===== src/hdl/amge_pkg.sv =====
// ----------------------------------------------------------------------------
// amge_pkg
// Shared types, constants and operation codes of the adjacency matrix engine.
// ----------------------------------------------------------------------------
package amge_pkg;

  localparam int NODES       = 64;
  localparam int NODE_W      = 6;
  localparam int WEIGHT_BITS = 16;
  localparam int COUNT_W     = 7;
  localparam int CELL_W      = 2 * NODE_W;

  localparam logic [COUNT_W-1:0] COUNT_MAX = 7'd127;
  localparam logic [NODE_W-1:0]  NODE_LAST = 6'd63;

  localparam logic [3:0] OP_ADD_LINK    = 4'd0;
  localparam logic [3:0] OP_REMOVE_LINK = 4'd1;
  localparam logic [3:0] OP_ADD_NODE    = 4'd2;
  localparam logic [3:0] OP_REMOVE_NODE = 4'd3;
  localparam logic [3:0] OP_COUNT       = 4'd4;
  localparam logic [3:0] OP_KTH         = 4'd5;
  localparam logic [3:0] OP_SET_VISIT   = 4'd6;
  localparam logic [3:0] OP_CLR_VISIT   = 4'd7;
  localparam logic [3:0] OP_GET_VISIT   = 4'd8;
  localparam logic [3:0] OP_RESET_VISIT = 4'd9;

  typedef struct packed {
    logic [3:0]                    mode;
    logic [NODE_W-1:0]             node_a;
    logic [NODE_W-1:0]             node_b;
    logic signed [WEIGHT_BITS-1:0] link_weight;
    logic                          both_ways;
    logic [NODE_W-1:0]             neighbour_index;
  } in_beat_t;

  typedef struct packed {
    logic               found;
    logic [NODE_W-1:0]  result_node;
    logic [COUNT_W-1:0] neighbour_total;
    logic               visit_flag;
  } out_beat_t;

  typedef struct packed {
    logic                   m_we;
    logic [CELL_W-1:0]      m_addr;
    logic [WEIGHT_BITS-1:0] m_wdata;
    logic                   c_we;
    logic [NODE_W-1:0]      c_addr;
    logic [COUNT_W-1:0]     c_wdata;
  } store_req_t;

endpackage


===== src/hdl/amge_ctrl.sv =====
// ----------------------------------------------------------------------------
// amge_ctrl
// Sequencer: decodes one beat, walks the stores and drives the count unit.
// ----------------------------------------------------------------------------
module amge_ctrl import amge_pkg::*; (
  input  logic                   clk,
  input  logic                   rst,
  input  logic                   in_valid,
  output logic                   in_ready,
  input  in_beat_t               in_data,
  input  logic                   out_free,
  output logic                   done,
  output out_beat_t              result,
  output store_req_t             req,
  input  logic [WEIGHT_BITS-1:0] rd_w,
  input  logic [COUNT_W-1:0]     rd_c
);

  typedef enum logic [13:0] {
    S_IDLE     = 14'b00000000000001,
    S_CLEAR    = 14'b00000000000010,
    S_DISPATCH = 14'b00000000000100,
    S_RD       = 14'b00000000001000,
    S_WR       = 14'b00000000010000,
    S_CLR_A    = 14'b00000000100000,
    S_CLR_B    = 14'b00000001000000,
    S_SCAN_RD  = 14'b00000010000000,
    S_SCAN_CHK = 14'b00000100000000,
    S_CS_RD    = 14'b00001000000000,
    S_CS_CHK   = 14'b00010000000000,
    S_FIN_RD   = 14'b00100000000000,
    S_FIN_WR   = 14'b01000000000000,
    S_FINISH   = 14'b10000000000000
  } state_t;

  state_t                        state;
  logic [CELL_W-1:0]             clr;
  logic [3:0]                    md;
  logic [NODE_W-1:0]             a, b, k, r, j, row, col;
  logic [WEIGHT_BITS-1:0]        w;
  logic                          both, second;
  logic [NODES-1:0]              visited;
  logic                          inc;
  logic [COUNT_W-1:0]            cnt_step;
  logic                          nz;

  assign in_ready = (state == S_IDLE);
  assign done     = (state == S_FINISH) && out_free;
  assign nz       = (rd_w != '0);

  // shared count unit
  assign inc      = (md == OP_ADD_LINK);
  assign cnt_step = inc ? rd_c + 7'd1 : rd_c - 7'd1;

  always_comb begin
    req         = '0;
    req.m_addr  = {row, col};
    req.c_addr  = col;
    req.c_wdata = cnt_step;
    case (state)
      S_CLEAR: begin
        req.m_addr = clr;
        req.m_we   = 1'b1;
        req.c_addr = clr[NODE_W-1:0];
        req.c_we   = 1'b1;
        req.c_wdata = '0;
      end
      S_WR: begin
        if (inc) begin
          req.m_we    = !nz;
          req.m_wdata = w;
          req.c_we    = !nz && (rd_c != COUNT_MAX);
        end else begin
          req.c_we = ($signed(rd_w) > 0) && (rd_c != '0);
        end
      end
      S_CLR_A: req.m_we = 1'b1;
      S_CLR_B: begin
        req.m_addr = {col, row};
        req.m_we   = 1'b1;
      end
      S_CS_RD: req.c_addr = r;
      S_CS_CHK: begin
        req.c_addr  = r;
        req.c_we    = (rd_c == '0);
        req.c_wdata = 7'd1;
      end
      S_FIN_RD: req.c_addr = a;
      S_FIN_WR: begin
        req.c_addr = a;
        req.c_we   = (md == OP_REMOVE_NODE) && (rd_c != '0);
      end
      default: ;
    endcase
  end

  always_ff @(posedge clk) begin
    if (rst) begin
      state   <= S_CLEAR;
      clr     <= '0;
      visited <= '0;
    end else begin
      case (state)
        S_CLEAR: begin
          clr <= clr + 1'b1;
          if (clr == '1) begin
            state <= S_IDLE;
          end
        end
        S_IDLE: begin
          if (in_valid) begin
            md     <= in_data.mode;
            a      <= in_data.node_a;
            b      <= in_data.node_b;
            w      <= in_data.link_weight;
            both   <= in_data.both_ways;
            k      <= in_data.neighbour_index;
            result <= '0;
            state  <= S_DISPATCH;
          end
        end
        S_DISPATCH: begin
          second <= 1'b0;
          r      <= '0;
          j      <= '0;
          case (md)
            OP_ADD_LINK, OP_REMOVE_LINK: begin
              row   <= b;
              col   <= a;
              state <= S_RD;
            end
            OP_ADD_NODE: state <= S_CS_RD;
            OP_REMOVE_NODE, OP_KTH: begin
              row   <= '0;
              col   <= a;
              state <= S_SCAN_RD;
            end
            OP_COUNT: state <= S_FIN_RD;
            OP_SET_VISIT: begin
              visited[a] <= 1'b1;
              state      <= S_FINISH;
            end
            OP_CLR_VISIT: begin
              visited[a] <= 1'b0;
              state      <= S_FINISH;
            end
            OP_GET_VISIT: begin
              result.visit_flag <= visited[a];
              state             <= S_FINISH;
            end
            OP_RESET_VISIT: begin
              visited <= '0;
              state   <= S_FINISH;
            end
            default: state <= S_FINISH;
          endcase
        end
        S_RD: state <= S_WR;
        S_WR: begin
          if (!second && (!inc || both)) begin
            row    <= col;
            col    <= row;
            second <= 1'b1;
            state  <= S_RD;
          end else if (inc) begin
            state <= S_FINISH;
          end else begin
            state <= S_CLR_A;
          end
        end
        S_CLR_A: state <= S_CLR_B;
        S_CLR_B: begin
          if (md == OP_REMOVE_NODE) begin
            if (r == NODE_LAST) begin
              state <= S_FIN_RD;
            end else begin
              r     <= r + 1'b1;
              row   <= r + 1'b1;
              col   <= a;
              state <= S_SCAN_RD;
            end
          end else begin
            state <= S_FINISH;
          end
        end
        S_SCAN_RD: state <= S_SCAN_CHK;
        S_SCAN_CHK: begin
          if (nz && (md == OP_REMOVE_NODE)) begin
            row    <= a;
            col    <= r;
            second <= 1'b0;
            state  <= S_RD;
          end else if (nz && (j == k)) begin
            result.found       <= 1'b1;
            result.result_node <= r;
            state              <= S_FINISH;
          end else begin
            if (nz) begin
              j <= j + 1'b1;
            end
            if (r == NODE_LAST) begin
              state <= (md == OP_REMOVE_NODE) ? S_FIN_RD : S_FINISH;
            end else begin
              r     <= r + 1'b1;
              row   <= r + 1'b1;
              state <= S_SCAN_RD;
            end
          end
        end
        S_CS_RD: state <= S_CS_CHK;
        S_CS_CHK: begin
          if (rd_c == '0) begin
            result.found       <= 1'b1;
            result.result_node <= r;
            state              <= S_FINISH;
          end else if (r == NODE_LAST) begin
            state <= S_FINISH;
          end else begin
            r     <= r + 1'b1;
            state <= S_CS_RD;
          end
        end
        S_FIN_RD: state <= S_FIN_WR;
        S_FIN_WR: begin
          if ((md == OP_COUNT) && (rd_c != '0)) begin
            result.neighbour_total <= cnt_step;
          end
          state <= S_FINISH;
        end
        S_FINISH: begin
          if (out_free) begin
            state <= S_IDLE;
          end
        end
        default: state <= S_IDLE;
      endcase
    end
  end

endmodule


===== config.mk =====
export PLATFORM = sky130hd
export DESIGN_NAME = amge_ctrl
export DESIGN_NICKNAME = d
export VERILOG_FILES = /design/src/hdl/amge_pkg.sv /design/src/hdl/amge_ctrl.sv
export SDC_FILE = /design/constraint.sdc
export NUM_CORES = 1
export LEC_CHECK = 0
export ABC_AREA = 1
export BUFFER_PORTS_ARGS = -buffer_cell sky130_fd_sc_hd__buf_2
export CORE_ASPECT_RATIO = 1.25
export CORE_MARGIN = 2
export CORE_UTILIZATION = 35
export DETAILED_ROUTE_END_ITERATION = 6
export HOLD_SLACK_MARGIN = 0.12
export PLACE_DENSITY = 0.61
export SKIP_LAST_GASP = 1
export SLEW_MARGIN = 10
export SYNTH_ARGS = -nofsm -noshare
export SYNTH_HDL_FRONTEND = slang
export SYNTH_SLANG_ARGS = --single-unit

===== constraint.sdc =====
create_clock -name clk -period 6.5 [get_ports clk]
set_clock_uncertainty 0.1 [all_clocks]
set_input_delay 1.95 -clock clk [delete_from_list [all_inputs] [get_ports clk]]
set_output_delay 1.95 -clock clk [all_outputs]
set_load 0.005 [all_outputs]

==> flow_metrics.env <==
export IMPL_wirelength_mm=28.77
export IMPL_grt_pass1_wl_mm=46.09
export IMPL_clk_pin_slew_ns=0.06
export IMPL_critPathCapture="req[6]"
export IMPL_syn_avg_cell_area_um2=7.221
export IMPL_syn2layout_area_growth_pct=14.09
export IMPL_worst_ep_arrival_time_ns=3.50
export IMPL_syn_inst=1338
export IMPL_r2r_start="state[6]"
export IMPL_crit_start="rd_c[0]"
export IMPL_cts_resized=0
export IMPL_drc_errors=0
export IMPL_cts_buffers=17
export IMPL_cellPowerDensity_nw_per_um2=210.1
export IMPL_initialDrtViolationCount=778
export IMPL_cts_root_buf="clkbuf_16"
export IMPL_drive_above_1_share_pct=15.15
export IMPL_worst_path_buf_inv=3
export IMPL_die_h_um=189.8
export IMPL_ys_async_sr_fraction_pct=0
export IMPL_post_synth_top_count_cell="nand2_1"
export IMPL_synth_distinct_cells=44
export IMPL_cts_tree="built"
export IMPL_endpoint_kind="output port"
export IMPL_ir_worst_vdd_mv=0.1604
export IMPL_detail_route_antenna_nets=0
export IMPL_yosys_top_cells_count="nand2_1 (334), nor2_1 (230), inv_1 (95), dfxtp_1 (90), a21oi_1 (87)"
export IMPL_io_pins=126
export IMPL_grt_pass1_vias=8803
export IMPL_hold_viol_final=0
export IMPL_slew_headroom_pct=18.93
export IMPL_cpMaxStageDelayCell="fa_1"
export IMPL_route_vias_total=9368
export IMPL_grt_max_degree=72
export IMPL_htree_levels=4
export IMPL_setup_viol_count_final=0
export IMPL_post_cts_setup_buffers=0
export IMPL_clkLatencyLatePin_ns=0.43
export IMPL_maxSlewViolCount=0
export IMPL_max_cap_violations=0
export IMPL_critical_path_class="input port to output port"
export IMPL_r2r_cells=10
export IMPL_syn_area_um2=9662
export IMPL_r2r_slack_ns=3.17
export IMPL_timing_final_crit_share_pct=85.36
export IMPL_fp_dieArea_um2=28960
export IMPL_ys_flop_type="dfxtp_1"
export IMPL_status="completed"
export IMPL_start_kind="input port"
export IMPL_crit_path_max_incr_delay_ns=0.47
export IMPL_fmaxAchievable_mhz=180.2
export IMPL_cp_max_fo=5
export IMPL_clkSinkCount=169
export IMPL_yosys_warnings=0
export IMPL_yosysTopAreaCell="edfxtp_1"
export IMPL_vias_per_cell=5.236
export IMPL_synth_top_family_by_area="simple AND/OR/NAND/NOR gates"
export IMPL_clockBufferDepth=2
export IMPL_grt_overflow=0
export IMPL_nets=1501
export IMPL_cp_top_family="adder cells"
export IMPL_yosys_area_share_simple_pct=30.99
export IMPL_path_cells="buf_2, inv_1, fa_1, o21ai_0, nand2_1, nand2_1, a21oi_1, xnor2_1, nor2_1, buf_2"
export IMPL_holdBufCountCts=0
export IMPL_drtPass1Iterations=5
export IMPL_r2r_end="visited[9]"
export IMPL_whs_ns=0.3678
export IMPL_ys_seq_area_share_pct=43.20
export IMPL_fin_tns_setup_ns=0
export IMPL_core_um2=27400
export IMPL_cp_num_cells=10
export IMPL_synthMuxAreaShare_pct=0
export IMPL_synth_area_leaders="edfxtp_1 (25%), dfxtp_1 (19%), nand2_1 (13%)"
export IMPL_antennaDiodeCount=0
export IMPL_synth_top_cell_area_share_pct=24.55
export IMPL_syn_num_nets=1413
export IMPL_fillers=2916
export IMPL_hold_class="register to register"
export IMPL_worstMarginPinSlew_ns=1.209
export IMPL_chipWidth_um=152.6
export IMPL_hpwl_mm=19.55
export IMPL_synth_edff_count=79
export IMPL_start_util_pct=35.27
export IMPL_routabilityCongestion=0.8529
export IMPL_track_usage_pct=19.66
export IMPL_rows=68
export IMPL_routedWlPerCell_um=16.08
export IMPL_yosys_area_share_adder_pct=1.243
export IMPL_synth_xor_area_share_pct=1.541
export IMPL_power_leakage_nw=4.744
export IMPL_rsz0062_at_grt="false"
export IMPL_ys_ff_latch=169
export IMPL_antenna_found_initial=0
export IMPL_layout_min_cycle_time_ns=5.549
export IMPL_required_ns=4.45
export IMPL_synth_compound_gate_area_share_pct=14.83
export IMPL_portBuffers=125
## worst register-to-register path, stage by stage (launching register included)
cell and delay (ns):
dfxtp_1 0.41, nor2_4 0.08, nand2_4 0.13, nor2_4 0.06
nand2_2 0.13, inv_4 0.08, o21ai_4 0.06, buf_4 0.63
clkinv_2 1.04, a21oi_1 0.43, nor2_1 0.06
## flip-flops by register name (all words and copies together) (netlist names), 4 cells and up
signal / count
clr: 12
j: 6
row: 6
md: 4
state: 14
result: 15
b: 6
k: 6
visited: 64
a: 6
w: 16
col: 6
r: 6
## layer usage
metal | share of wire, % | GRT usage [%] | vias to the layer above
met5 | 0 | 0 | -
met4 | 2.7 | 7.479 | 0
met1 | 41 | 24.34 | 4386
li1 | - | - | 4599
met3 | 5.2 | 2.733 | 59
met2 | 51 | 34.77 | 324
## worst min-delay path by stage
stage	to	cells after the start	slack, ns	startpoint
6_report	visited[11]	2	0.37	visited[11]
5_1_grt	visited[26]	2	0.39	visited[26]
4_1_cts	visited[11]	2	0.37	visited[11]
3_5_place_dp	visited[52]	2	0.36	visited[52]
3_3_place_gp	visited[10]	2	0.35	visited[10]
2_1_floorplan	visited[11]	2	0.34	visited[11]
## area by class of cell
type	instances	area, um2	share of cell area, %
clock buffer	24	536.8	4.869
clock inverter	8	55.05	0.4994
inverter	112	427.9	3.882
multi-input combinational	994	4713	42.76
sequential	169	4174	37.87
tap	350	437.9	3.973
timing repair buffer	132	678.2	6.152
## logic make-up (layout without fill, tap and decap cells)
| group | Yosys count | count (layout) |
|---|---|---|
| XOR/XNOR | 17 | 17 |
| AND/OR/NAND/NOR | 702 | 702 |
| flip-flops | 169 | 169 |
| AO/OA/AOI/OAI | 266 | 266 |
| adder cells (fa/ha/maj) | 9 | 9 |
| buffers and inverters | 175 | 276 |
## cells in the final DEF, fill, tap and decap left out, drive strengths merged, types with 2 or more instances in the layout
cell type  synthesis  layout
nand2            344     344
nor2             248     248
o21ai            149     149
buf               37     132
inv              110     114
dfxtp             90      90
a21oi             87      87
edfxtp            79      79
nand3             67      67
clkbuf            26      24
o221ai            17      17
nand4             17      17
nor3              14      14
xnor2              9       9
xor2               8       8
ha                 8       8
nor3b              6       6
nand3b             5       5
o211ai             5       5
clkinv             2       5
o21a               3       3
o22ai              2       2
## report_power, final
part	total (mW)	switching [mW]	internal (mW)
Sequential	1.12	0.00590	1.12
Clock	1.01	0.428	0.581
Combinational	0.186	0.115	0.0707
## stage by stage
stage | instances | total power [mW] | utilization (%) | cell area, um2 | setup WS (ns)
after floorplan | 1338 | 1.252 | - | 9662 | 1.045
after global placement | 1757 | 1.328 | 38.08 | 10430 | 0.9508
after detailed placement | 1757 | 1.331 | 38.08 | 10430 | 0.9298
after CTS | 1789 | 2.337 | 40.24 | 11020 | 0.9259
after global routing | 1789 | 2.402 | 40.24 | 11020 | 0.8190
final | 1789 | 2.316 | 40.24 | 11020 | 0.9515
(Power assumes the default switching activity.)
